<file path="config.mk">
export PLATFORM = sky130hd
export DESIGN_NAME = ultrasonic_ranger_median
export DESIGN_NICKNAME = d
export VERILOG_FILES = /design/src/rtl/core/urm_pkg.sv /design/src/rtl/core/urm_sorter.sv /design/src/rtl/core/ultrasonic_ranger_median.sv
export SDC_FILE = /design/constraint.sdc
export NUM_CORES = 1
export LEC_CHECK = 0
export BUFFER_PORTS_ARGS = -buffer_cell sky130_fd_sc_hd__buf_2
export CAP_MARGIN = 0
export CORE_ASPECT_RATIO = 0.7
export CORE_MARGIN = 2
export CORE_UTILIZATION = 57
export CTS_CLUSTER_SIZE = 30
export DETAILED_ROUTE_END_ITERATION = 10
export PLACE_DENSITY = 0.77
export SYNTH_ARGS = -nofsm -noshare
export SYNTH_HDL_FRONTEND = slang
export SYNTH_SLANG_ARGS = --single-unit
export TNS_END_PERCENT = 1
</file>
<file path="constraint.sdc">
create_clock -name clock -period 7.8 [get_ports clock]
set_clock_uncertainty 0.2 [all_clocks]
set_input_delay 0.78 -clock clock [delete_from_list [all_inputs] [get_ports clock]]
set_output_delay 0.78 -clock clock [all_outputs]
set_load 0.01 [all_outputs]
</file>
<file path="src/rtl/core/urm_pkg.sv">
// shared types and constants for the ultrasonic ranger median block
package urm_pkg;

   localparam int MAX_SAMPLES = 16;
   localparam int SLOT_W      = $clog2(MAX_SAMPLES);
   localparam int CNT_W       = $clog2(MAX_SAMPLES + 1);

   localparam int SAMPLE_COUNT_W = 5;
   localparam int TIMEOUT_W      = 16;
   localparam int RETRY_W        = 4;
   localparam int CSR_INDEX_W    = 2;
   localparam int CSR_DATA_W     = 16;
   localparam int DIST_W         = 12;
   localparam int CM_W           = 11;
   localparam int REM_W          = 6;

   localparam logic [SAMPLE_COUNT_W-1:0] SAMPLE_COUNT_RST = SAMPLE_COUNT_W'(5);
   localparam logic [TIMEOUT_W-1:0]      ECHO_TIMEOUT_RST = TIMEOUT_W'(20000);
   localparam logic [RETRY_W-1:0]        RETRY_LIMIT_RST  = RETRY_W'(10);

   localparam logic [TIMEOUT_W-1:0] TRIG_LOW_TICKS  = TIMEOUT_W'(2);
   localparam logic [TIMEOUT_W-1:0] TRIG_HIGH_TICKS = TIMEOUT_W'(10);
   localparam logic [REM_W-1:0]     US_PER_CM_LAST  = REM_W'(58 - 1);

   // register indexes on the csr port
   localparam logic [CSR_INDEX_W-1:0] CSR_SAMPLE_COUNT = CSR_INDEX_W'(0);
   localparam logic [CSR_INDEX_W-1:0] CSR_ECHO_TIMEOUT = CSR_INDEX_W'(1);
   localparam logic [CSR_INDEX_W-1:0] CSR_RETRY_LIMIT  = CSR_INDEX_W'(2);

   typedef logic signed [DIST_W-1:0] sample_type;

   typedef enum logic [2:0] {
      PH_IDLE = 3'd0,
      PH_LOW  = 3'd1,
      PH_HIGH = 3'd2,
      PH_WAIT = 3'd3,
      PH_MEAS = 3'd4
   } phase_type;

   typedef struct packed {
      logic echo_level;
      logic start_req;
   } req_type;

   typedef struct packed {
      logic       trigger;
      logic       busy_res;
      logic       done_res;
      sample_type distance_cm;
   } rsp_type;

   // control from the sequencer to the sample sorter
   typedef struct packed {
      logic              insert_en;
      logic [SLOT_W-1:0] slot;
      sample_type        value;
      logic [SLOT_W-1:0] median_idx;
   } sort_ctl_type;

endpackage

</file>
<file path="src/rtl/core/urm_sorter.sv">
// sorted sample store with parallel insertion and median read
module urm_sorter (
   input  logic                  clock,
   input  urm_pkg::sort_ctl_type ctl,
   output urm_pkg::sample_type   median
);

   urm_pkg::sample_type samples_ff [urm_pkg::MAX_SAMPLES];
   urm_pkg::sample_type samples_in [urm_pkg::MAX_SAMPLES];
   logic [urm_pkg::MAX_SAMPLES-1:0] gt;

   for (genvar j = 0; j < urm_pkg::MAX_SAMPLES; j++) begin : g_slot
      // held entries above the new value form a suffix below the slot
      assign gt[j] = (urm_pkg::SLOT_W'(j) < ctl.slot) && (samples_ff[j] > ctl.value);

      if (j == 0) begin : g_first
         always_comb begin
            if (urm_pkg::SLOT_W'(j) > ctl.slot) begin
               samples_in[j] = samples_ff[j];
            end else if (ctl.slot == urm_pkg::SLOT_W'(j) || gt[j]) begin
               samples_in[j] = ctl.value;
            end else begin
               samples_in[j] = samples_ff[j];
            end
         end
      end else begin : g_rest
         always_comb begin
            if (urm_pkg::SLOT_W'(j) > ctl.slot) begin
               samples_in[j] = samples_ff[j];
            end else if (gt[j-1]) begin
               samples_in[j] = samples_ff[j-1];
            end else if (ctl.slot == urm_pkg::SLOT_W'(j) || gt[j]) begin
               samples_in[j] = ctl.value;
            end else begin
               samples_in[j] = samples_ff[j];
            end
         end
      end
   end

   always_ff @(posedge clock) begin
      if (ctl.insert_en) begin
         samples_ff <= samples_in;
      end
   end

   assign median = samples_in[ctl.median_idx];

endmodule

</file>
<file path="src/rtl/core/ultrasonic_ranger_median.sv">
// ultrasonic ranger top level: trigger sequencing, echo timing and median output
//
//   channel  direction  handshake             word
//   req      in         req_valid/req_ready   echo_level, start_req (one tick)
//   rsp      out        rsp_valid/rsp_ready   trigger, busy_res, done_res, distance_cm
//   csr      in         csr_we                csr_index, csr_wdata
//
// one word per clock while the rsp side is not stalled: a tick moves from the input
// register through the sequencer into the result register
// the sequencer state updates only when a tick is passed on to the result register
// a stalled rsp side holds the result register; the input register takes
// a word while it is empty or while the result register is free or being drained
// synchronous reset; the sample store has no reset and needs no clearing pass
module ultrasonic_ranger_median (
   input  logic                                 clock,
   input  logic                                 reset,
   input  logic                                 req_valid,
   output logic                                 req_ready,
   input  urm_pkg::req_type                     req_data,
   output logic                                 rsp_valid,
   input  logic                                 rsp_ready,
   output urm_pkg::rsp_type                     rsp_data,
   input  logic                                 csr_we,
   input  logic [urm_pkg::CSR_INDEX_W-1:0]      csr_index,
   input  logic [urm_pkg::CSR_DATA_W-1:0]       csr_wdata
);

   // configuration registers
   logic [urm_pkg::SAMPLE_COUNT_W-1:0] sample_count_ff;
   logic [urm_pkg::TIMEOUT_W-1:0]      echo_timeout_ff;
   logic [urm_pkg::RETRY_W-1:0]        retry_limit_ff;

   // input and result stages
   logic              in_valid_ff;
   urm_pkg::req_type  in_data_ff;
   logic              out_valid_ff;
   urm_pkg::rsp_type  out_data_ff;
   urm_pkg::rsp_type  out_data_in;
   logic              fire;

   // sequencer state; echo width is kept as centimetres plus a remainder mod 58
   urm_pkg::phase_type             phase_ff, phase_in;
   logic [urm_pkg::TIMEOUT_W-1:0]  elapsed_ff, elapsed_in;
   logic [urm_pkg::CM_W-1:0]       cm_ff, cm_in;
   logic [urm_pkg::REM_W-1:0]      rem_ff, rem_in;
   logic [urm_pkg::RETRY_W-1:0]    tries_ff, tries_in;
   logic [urm_pkg::CNT_W-1:0]      taken_ff, taken_in;

   logic [urm_pkg::RETRY_W-1:0]        tries_inc;
   logic [urm_pkg::SAMPLE_COUNT_W-1:0] eff_count;
   logic                               have;
   logic                               done;
   logic                               trig;
   urm_pkg::sample_type                sample;
   urm_pkg::sort_ctl_type              sort_ctl;
   urm_pkg::sample_type                median;

   // a tick moves on when the result register is empty or being drained
   assign fire      = in_valid_ff && (!out_valid_ff || rsp_ready);
   assign req_ready = !in_valid_ff || fire;
   assign rsp_valid = out_valid_ff;
   assign rsp_data  = out_data_ff;

   // csr writes, truncated to each register's width
   always_ff @(posedge clock) begin
      if (reset) begin
         sample_count_ff <= urm_pkg::SAMPLE_COUNT_RST;
         echo_timeout_ff <= urm_pkg::ECHO_TIMEOUT_RST;
         retry_limit_ff  <= urm_pkg::RETRY_LIMIT_RST;
      end else if (csr_we) begin
         case (csr_index)
            urm_pkg::CSR_SAMPLE_COUNT: begin
               sample_count_ff <= csr_wdata[urm_pkg::SAMPLE_COUNT_W-1:0];
            end
            urm_pkg::CSR_ECHO_TIMEOUT: begin
               echo_timeout_ff <= csr_wdata[urm_pkg::TIMEOUT_W-1:0];
            end
            urm_pkg::CSR_RETRY_LIMIT: begin
               retry_limit_ff <= csr_wdata[urm_pkg::RETRY_W-1:0];
            end
            default: begin
            end
         endcase
      end
   end

   // clamp sample count into 1..MAX_SAMPLES
   always_comb begin
      if (sample_count_ff == '0) begin
         eff_count = urm_pkg::SAMPLE_COUNT_W'(1);
      end else if (sample_count_ff > urm_pkg::SAMPLE_COUNT_W'(urm_pkg::MAX_SAMPLES)) begin
         eff_count = urm_pkg::SAMPLE_COUNT_W'(urm_pkg::MAX_SAMPLES);
      end else begin
         eff_count = sample_count_ff;
      end
   end

   assign tries_inc = tries_ff + urm_pkg::RETRY_W'(1);

   // next state of the sequencer for the tick in the input register
   always_comb begin
      phase_in   = phase_ff;
      elapsed_in = elapsed_ff;
      cm_in      = cm_ff;
      rem_in     = rem_ff;
      tries_in   = tries_ff;
      taken_in   = taken_ff;
      trig       = 1'b0;
      have       = 1'b0;
      done       = 1'b0;
      sample     = '0;

      case (phase_ff)
         urm_pkg::PH_IDLE: begin
            // start tick is the first low trigger tick
            if (in_data_ff.start_req) begin
               taken_in   = '0;
               tries_in   = '0;
               cm_in      = '0;
               rem_in     = '0;
               elapsed_in = urm_pkg::TIMEOUT_W'(1);
               phase_in   = urm_pkg::PH_LOW;
            end
         end
         urm_pkg::PH_LOW: begin
            elapsed_in = elapsed_ff + urm_pkg::TIMEOUT_W'(1);
            if (elapsed_in >= urm_pkg::TRIG_LOW_TICKS) begin
               phase_in   = urm_pkg::PH_HIGH;
               elapsed_in = '0;
            end
         end
         urm_pkg::PH_HIGH: begin
            trig       = 1'b1;
            elapsed_in = elapsed_ff + urm_pkg::TIMEOUT_W'(1);
            if (elapsed_in >= urm_pkg::TRIG_HIGH_TICKS) begin
               phase_in   = urm_pkg::PH_WAIT;
               elapsed_in = '0;
            end
         end
         urm_pkg::PH_WAIT, urm_pkg::PH_MEAS: begin
            if (elapsed_ff >= echo_timeout_ff) begin
               // failed try; a retry limit of zero acts as one
               tries_in = tries_inc;
               if (tries_inc >= retry_limit_ff || tries_inc == '0) begin
                  have   = 1'b1;
                  sample = '1;
               end else begin
                  phase_in   = urm_pkg::PH_LOW;
                  elapsed_in = '0;
               end
            end else if (phase_ff == urm_pkg::PH_WAIT) begin
               if (in_data_ff.echo_level) begin
                  phase_in = urm_pkg::PH_MEAS;
                  cm_in    = '0;
                  rem_in   = urm_pkg::REM_W'(1);
               end
               elapsed_in = elapsed_ff + urm_pkg::TIMEOUT_W'(1);
            end else if (in_data_ff.echo_level) begin
               if (rem_ff == urm_pkg::US_PER_CM_LAST) begin
                  rem_in = '0;
                  cm_in  = cm_ff + urm_pkg::CM_W'(1);
               end else begin
                  rem_in = rem_ff + urm_pkg::REM_W'(1);
               end
               elapsed_in = elapsed_ff + urm_pkg::TIMEOUT_W'(1);
            end else begin
               // echo fell: width / 58 is already in cm_ff
               have   = 1'b1;
               sample = urm_pkg::sample_type'({1'b0, cm_ff});
            end
         end
         default: begin
            phase_in = urm_pkg::PH_IDLE;
         end
      endcase

      if (have) begin
         cm_in      = '0;
         rem_in     = '0;
         elapsed_in = '0;
         tries_in   = '0;
         if (taken_ff < urm_pkg::CNT_W'(urm_pkg::MAX_SAMPLES)) begin
            taken_in = taken_ff + urm_pkg::CNT_W'(1);
         end
         if (urm_pkg::SAMPLE_COUNT_W'(taken_in) >= eff_count) begin
            done     = 1'b1;
            phase_in = urm_pkg::PH_IDLE;
         end else begin
            phase_in = urm_pkg::PH_LOW;
         end
      end
   end

   // insertion slot is the held count, capped at the last entry
   always_comb begin
      sort_ctl.insert_en = fire && have;
      sort_ctl.value     = sample;
      if (taken_ff >= urm_pkg::CNT_W'(urm_pkg::MAX_SAMPLES)) begin
         sort_ctl.slot = urm_pkg::SLOT_W'(urm_pkg::MAX_SAMPLES - 1);
      end else begin
         sort_ctl.slot = taken_ff[urm_pkg::SLOT_W-1:0];
      end
      sort_ctl.median_idx = urm_pkg::SLOT_W'(eff_count >> 1);
   end

   urm_sorter u_sorter (
      .clock  (clock),
      .ctl    (sort_ctl),
      .median (median)
   );

   always_comb begin
      out_data_in.trigger     = trig;
      out_data_in.busy_res    = (phase_in != urm_pkg::PH_IDLE);
      out_data_in.done_res    = done;
      out_data_in.distance_cm = done ? median : '0;
   end

   // input register
   always_ff @(posedge clock) begin
      if (reset) begin
         in_valid_ff <= 1'b0;
      end else if (req_ready) begin
         in_valid_ff <= req_valid;
      end
   end

   always_ff @(posedge clock) begin
      if (req_ready && req_valid) begin
         in_data_ff <= req_data;
      end
   end

   // result register
   always_ff @(posedge clock) begin
      if (reset) begin
         out_valid_ff <= 1'b0;
      end else if (fire) begin
         out_valid_ff <= 1'b1;
      end else if (rsp_ready) begin
         out_valid_ff <= 1'b0;
      end
   end

   always_ff @(posedge clock) begin
      if (fire) begin
         out_data_ff <= out_data_in;
      end
   end

   // sequencer state
   always_ff @(posedge clock) begin
      if (reset) begin
         phase_ff   <= urm_pkg::PH_IDLE;
         elapsed_ff <= '0;
         cm_ff      <= '0;
         rem_ff     <= '0;
         tries_ff   <= '0;
         taken_ff   <= '0;
      end else if (fire) begin
         phase_ff   <= phase_in;
         elapsed_ff <= elapsed_in;
         cm_ff      <= cm_in;
         rem_ff     <= rem_in;
         tries_ff   <= tries_in;
         taken_ff   <= taken_in;
      end
   end

endmodule

</file>
==> impl_metrics.tcl, run 1 <==
set metrics [dict create \
    synth_nets 1742 \
    setup_violations 0 \
    drc 0 \
    cts.clk_slew.worst_paths_ns 0.08 \
    cts_buffer_depth 2 \
    fp-row-count 48 \
    syn_to_final_growth_pct 7.434 \
    synth_cells 1577 \
    crit_path_cell_trace "ha_1 > a21oi_1 > o21ai_1 > nor4_2 > and3_1 > o22ai_2 > inv_1 > ha_1 > and3_1 > a221o_1 > a211oi_1 > o211ai_2 > buf_4 > a31oi_1 > o22a_1 > nor2_1 > o311a_1 > nor4_1" \
    vias_per_cell 6.848 \
    cp-start-kind "register" \
    worst_ir_drop_vdd_v 0.0001551 \
    core_um2 24440 \
    htree_num_levels 4 \
    num_vias 13180 \
    cpPeakStageDelay_ns 0.78 \
    dr.pass1.iters 7 \
    grt_max_degree 49 \
    synth_ff_type "edfxtp_1" \
    die_area_um2 26010 \
    io_buffer_count 41 \
    status "complete, no violations" \
    combPwrFrac_pct 5.3 \
    cts_root_buf "clkbuf_16" \
    cts_sinks 197 \
    drt_iter0_drc 2180 \
    finalCriticalPeriod_ns 7.176 \
    pin_count 42 \
    antenna_found_initial 0 \
    wl_um 46480 \
    synth_area_um2 14090 \
    syn_area_per_cell_um2 8.934 \
    post_cts_resized 0 \
    crit_buf_inv 2 \
    finalCritPeriodShare_pct 92.00 \
    end_kind "register" \
    worstSkewPairLatency_ns 0.46 \
    max_freq_ghz 0.1394 \
    total_power_w 0.002119 \
    layout_commonest_cell "nor2_1" \
    drv_cap 0 \
    hold_viol_final 0 \
    cp.required_ns 7.87 \
    yosys_warnings 0 \
    antenna_cells 0 \
    ant_nets 0 \
    yosysSeqAreaShare_pct 36.87 \
    dp_hpwl_um 34170 \
    seq_power_share_pct 52.7 \
    critPathSlowestCell "and3_1" \
    grt_overflow 0 \
    worst_pin_slew_ns 1.071 \
    async_flop_share_pct 0 \
    worst-r2r-setup-slack_ns 0.62 \
    rsz0062_at_grt "false" \
    crit_family "compound AO/OA/AOI/OAI gates" \
    final_cell_mix "176 x nor2_1, 156 x nand2_1, 140 x ha_1" \
    nFillCells 2036 \
    p_per_area_nw_per_um2 140.0 \
    post_cts_buffers 0 \
    die_h_um 135.5 \
    grtUsageTotal_pct 36.29 \
    cts_buffers 17 \
    p_clk_share_pct 41.9 \
    p_switching_w 0.0005511 \
    synth_cell_type_count 91 \
    grt_pass1_vias 11750 \
    crit_arrival_ns 7.24 \
    switching_share_pct 26.00 \
    critical_path_class "register to register" \
    wire_per_inst_um 24.16 \
    tns_ns 0 \
    cts_tree "built" \
    stdcell_area_um2 15140 \
    routabilityCongestion 1.006 \
    final_layout_size_suffix_gt1_share_pct 10.13 \
    start_util_pct 57.64 \
    dpl_cell_area_um2 14570 \
    dp.cells 1892 \
    drv_slew 0 \
    fin_nets 1751 \
    crit_path_max_fanout 18 \
    synth_seq_cells 197 \
    p_leak_nw 5.412 \
    cts_hold_buf 0 \
    slew_headroom_pct 27.84 \
    die_x_um 191.9 \
    synth_edf_count 125 \
    fin_cells 1924 \
    min_path_type "register to register" \
    p_int_w 0.001568 \
    grt_pass1_wl_um 70600 \
]
[flip-flops by register name (all words and copies together) (netlist names)]
name and cells:
rem_ff 6, elapsed_ff 16, rsp_valid 1, rsp_data 15, in_valid_ff 1, echo_timeout_ff 16, taken_ff 5, u_sorter.samples_ff 108
in_data_ff 2, retry_limit_ff 4, sample_count_ff 5, tries_ff 4, cm_ff 11, phase_ff 3
[cell families after synthesis]
family | Yosys count | share of synthesized area, %
AO/OA/AOI/OAI | 464 | 22.77
XOR/XNOR | 21 | 1.306
adder cells (fa/ha/maj) | 140 | 12.43
buffers and inverters | 167 | 4.929
flip-flops | 197 | 36.87
multiplexers | 50 | 3.588
AND/OR/NAND/NOR | 538 | 18.10
[synth_stat cells, types with 7 or more instances]
cell        n  area [um^2]
inv_1      78        292.8
clkbuf_1   52        195.2
a211oi_1   16        120.1
a21oi_1   124        620.6
nand2b_1   18        112.6
and3_1      9        56.30
o21ai_0    77        385.4
o31ai_1    13        97.59
and2_1     13        81.33
a21o_1     22        165.2
or3_1      12        75.07
nand3_1    22        110.1
nor3_1     33        165.2
nand3b_1    7        52.55
o21ai_1     9        45.04
nand4_1    32        200.2
or2_2      11        68.82
nor2b_1    14        87.58
a211o_1    12        105.1
o21a_1      7        52.55
ha_1      140         1752
o22ai_1    25        156.4
xnor2_1    15        131.4
o221ai_1   16        140.1
mux2i_1    46        460.4
and4_1      7        61.31
a31oi_1    17        106.4
buf_2      24        120.1
dfxtp_1    72         1441
nand2_1   156        585.6
nor4_1      7        43.79
o211ai_1   23        172.7
nor2_1    178        668.1
edfxtp_1  125         3754
[per-stage QoR]
step / setup slack [ns] / util [%] / hold WS (ns)
after floorplan: 0.2380 / - / 0.2363
after global placement: 0.9587 / 59.61 / 0.2449
after detailed placement: 0.8113 / 59.61 / 0.2511
after CTS: 0.7749 / 61.92 / 0.2624
after global routing: 0.4079 / 61.92 / 0.2833
final: 0.6240 / 61.92 / 0.2573
[area by class of cell]
type / count / area [um^2] / share of cell area, %
Multi-Input combinational cell: 1213 / 8209 / 54.24
Sequential cell: 197 / 5195 / 34.32
Timing Repair Buffer: 73 / 445.4 / 2.943
Inverter: 84 / 315.3 / 2.083
Clock buffer: 17 / 425.4 / 2.811
Tap cell: 325 / 406.6 / 2.687
Clock inverter: 15 / 138.9 / 0.9176
[worst paths after layout]
kind / startpoint / endpoint / cells after the start
setup reg to reg: elapsed_ff[13] / rsp_data[8] / 18
setup / recovery: elapsed_ff[13] / rsp_data[8] / 18
hold reg to reg: echo_timeout_ff[3] / echo_timeout_ff[3] / 2
hold / removal: echo_timeout_ff[3] / echo_timeout_ff[3] / 2
[worst register-to-register path, cell delays in order (launching register included)]
cell and delay, ns:
dfxtp_1 0.47, ha_1 0.30, a21oi_1 0.16, o21ai_1 0.11, nor4_2 0.60, and3_1 0.78
o22ai_2 0.43, inv_1 0.64, ha_1 0.37, and3_1 0.18, a221o_1 0.37, a211oi_1 0.36
o211ai_2 0.22, buf_4 0.23, a31oi_1 0.51, o22a_1 0.25, nor2_1 0.07, o311a_1 0.41
nor4_1 0.32
[layer usage]
metal | share of wire (%) | vias to the layer above | GRT usage [%] | wire, um
met5 | 0 | - | 0 | 0
met4 | 3.5 | 0 | 12.95 | 1635
met3 | 16 | 136 | 14.19 | 7213
met2 | 38 | 993 | 47.93 | 17860
met1 | 43 | 6143 | 52.96 | 19770
li1 | - | 5904 | - | -
[power groups by stage]
stage	sequential (W)	combinational (W)	clock [W]
floorplan	0.00114	0.0000706	0
global placement	0.00114	0.000105	0
detailed placement	0.00114	0.000108	0
CTS	0.00112	0.000109	0.000892
global route	0.00112	0.000121	0.000928
finish	0.00112	0.000113	0.000889
Power figures use the tool's default switching activity.
==> run 2: changes to the inputs <==
PLACE_DENSITY = default   (was 0.77)
PLACE_DENSITY_LB_ADDON = 0.3   (was default)
==> run 2 against run 1 <==
  * Count of clock-buffer cells in the layout rose by 2
  * Wire length increased by 4.1%
  * Setup slack improved by 0.22 ns
  * Clock power up 11%
  * Via count grew 0.39%
  * First-iteration DRC count decreased by 12%
  * Register-to-register slack improved by 0.22 ns
  * Sequential power hardly changed
  * Power increased by 4.7%
  * Critical path depth up 2
  * Critical path type unchanged
==> impl_metrics.tcl, run 2 (synthesis results as in run 1) <==
set metrics [dict create \
    setup_violations 0 \
    dp.cells 1908 \
    multi_input_area_um2 8212 \
    layout_commonest_cell "nor2_1" \
    end_kind "register" \
    status "complete, no violations" \
    p_leak_nw 5.519 \
    worst_ir_drop_vdd_v 0.0001622 \
    pin_count 42 \
    min_path_type "register to register" \
    syn_to_final_growth_pct 8.837 \
    antenna_cells 0 \
    max_freq_ghz 0.1438 \
    die_x_um 191.9 \
    start_util_pct 57.64 \
    worst-r2r-setup-slack_ns 0.84 \
    hold_viol_final 0 \
    htree_num_levels 4 \
    grt_pass1_wl_um 73020 \
    num_vias 13230 \
    fin_nets 1767 \
    grtUsageTotal_pct 37.74 \
    nFillCells 2088 \
    fp-row-count 48 \
    cts_buffers 17 \
    p_per_area_nw_per_um2 144.7 \
    seq_area_um2 5195 \
    top_register "u_sorter.samples_ff" \
    wl_um 48390 \
    combPwrFrac_pct 5.1 \
    cts_buffer_depth 2 \
    p_int_w 0.001715 \
    post_cts_resized 0 \
    io_buffer_count 41 \
    drv_slew 0 \
    crit_path_max_fanout 18 \
    grt_max_degree 55 \
    final_layout_size_suffix_gt1_share_pct 10.90 \
    drt_iter0_drc 1929 \
    p_switching_w 0.0005044 \
    dp_hpwl_um 35700 \
    rsz0062_at_grt "false" \
    use_met3_pct 15.85 \
    top_usage_layer "met1" \
    ant_nets 0 \
    grt_overflow 0 \
    largest_register_ffs 108 \
    finalCritPeriodShare_pct 89.18 \
    wire_per_inst_um 24.94 \
    vias_per_cell 6.819 \
    worstSkewPairLatency_ns 0.45 \
    utilization_pct 62.73 \
    die_area_um2 26010 \
    core_um2 24440 \
    cp-start-kind "register" \
    cts_hold_buf 0 \
    seq_power_share_pct 50.4 \
    final_cell_mix "176 x nor2_1, 156 x nand2_1, 140 x ha_1" \
    crit_arrival_ns 7.02 \
    met1_usage_pct 54.62 \
    cts_root_buf "clkbuf_16" \
    die_h_um 135.5 \
    critical_path_class "register to register" \
    switching_share_pct 22.73 \
    drv_cap 0 \
    cts_sinks 197 \
    cp.required_ns 7.87 \
    routabilityCongestion 1.121 \
    finalCriticalPeriod_ns 6.956 \
    p_clk_share_pct 44.5 \
    grt_pass1_vias 12120 \
    reg_top3 "u_sorter.samples_ff x108, echo_timeout_ff x16, elapsed_ff x16" \
    grtUsageMet2_pct 50.00 \
    cts.clk_slew.worst_paths_ns 0.08 \
    antenna_found_initial 0 \
    cts_tree "built" \
    worst_pin_slew_ns 1.246 \
    drc 0 \
    fin_cells 1940 \
    dr.pass1.iters 8 \
    slew_headroom_pct 16.60 \
    tns_ns 0 \
    post_cts_buffers 0 \
]
-- run 2: worst paths after layout --
kind                      startpoint                  to  cells after the start
hold / removal    echo_timeout_ff[2]  echo_timeout_ff[2]                      2
hold reg to reg   echo_timeout_ff[2]  echo_timeout_ff[2]                      2
setup reg to reg      elapsed_ff[13]         rsp_data[8]                     20
setup / recovery      elapsed_ff[13]         rsp_data[8]                     20
-- run 2: stage by stage --
step	setup slack [ns]	cell area, um^2	hold slack (ns)	power, W
final	0.8437	15330	0.2591	0.002219
after global routing	0.8330	15330	0.2847	0.002268
after floorplan	0.2380	14090	0.2363	0.001208
after global placement	1.384	14690	0.2441	0.001249
after detailed placement	1.306	14690	0.2503	0.001251
after CTS	1.286	15330	0.2608	0.002218
-- run 2: power groups by stage --
stage / Sequential, W / Combinational (W) / Clock [W]
after floorplan: 0.00114 / 0.0000706 / 0
after global placement: 0.00114 / 0.000108 / 0
after detailed placement: 0.00114 / 0.000109 / 0
after CTS: 0.00112 / 0.000110 / 0.000990
after global routing: 0.00112 / 0.000121 / 0.00103
final: 0.00112 / 0.000114 / 0.000987
-- run 2: critical path, cell delays in order, from the launching register on --
cell,delay [ns]
dfxtp_1,0.47
ha_1,0.30
a21oi_1,0.16
o21ai_1,0.10
nor4_2,0.61
and3_1,0.76
a2bb2oi_1,0.70
inv_1,0.17
buf_4,0.27
ha_1,0.21
nor2b_1,0.14
o211a_1,0.18
o211a_1,0.20
a311oi_1,0.06
buf_4,0.21
nor2_1,0.54
nor2_1,0.30
o31ai_1,0.53
o211ai_1,0.21
o311a_1,0.15
nor4_1,0.29
-- run 2: area by class of cell --
| cell class | instances | share of cell area [%] |
|---|---|---|
| clock buffer | 19 | 2.823 |
| sequential | 197 | 33.88 |
| tap | 325 | 2.652 |
| multi-input combinational | 1213 | 53.55 |
| timing repair buffer | 89 | 3.688 |
| clock inverter | 13 | 1.346 |
| inverter | 84 | 2.056 |
-- run 2: per-layer routing --
metal	routed length (um)	vias up
li1	-	5935
met1	20470	6215
met2	18550	949
met3	7811	129
met4	1564	0
met5	0	-
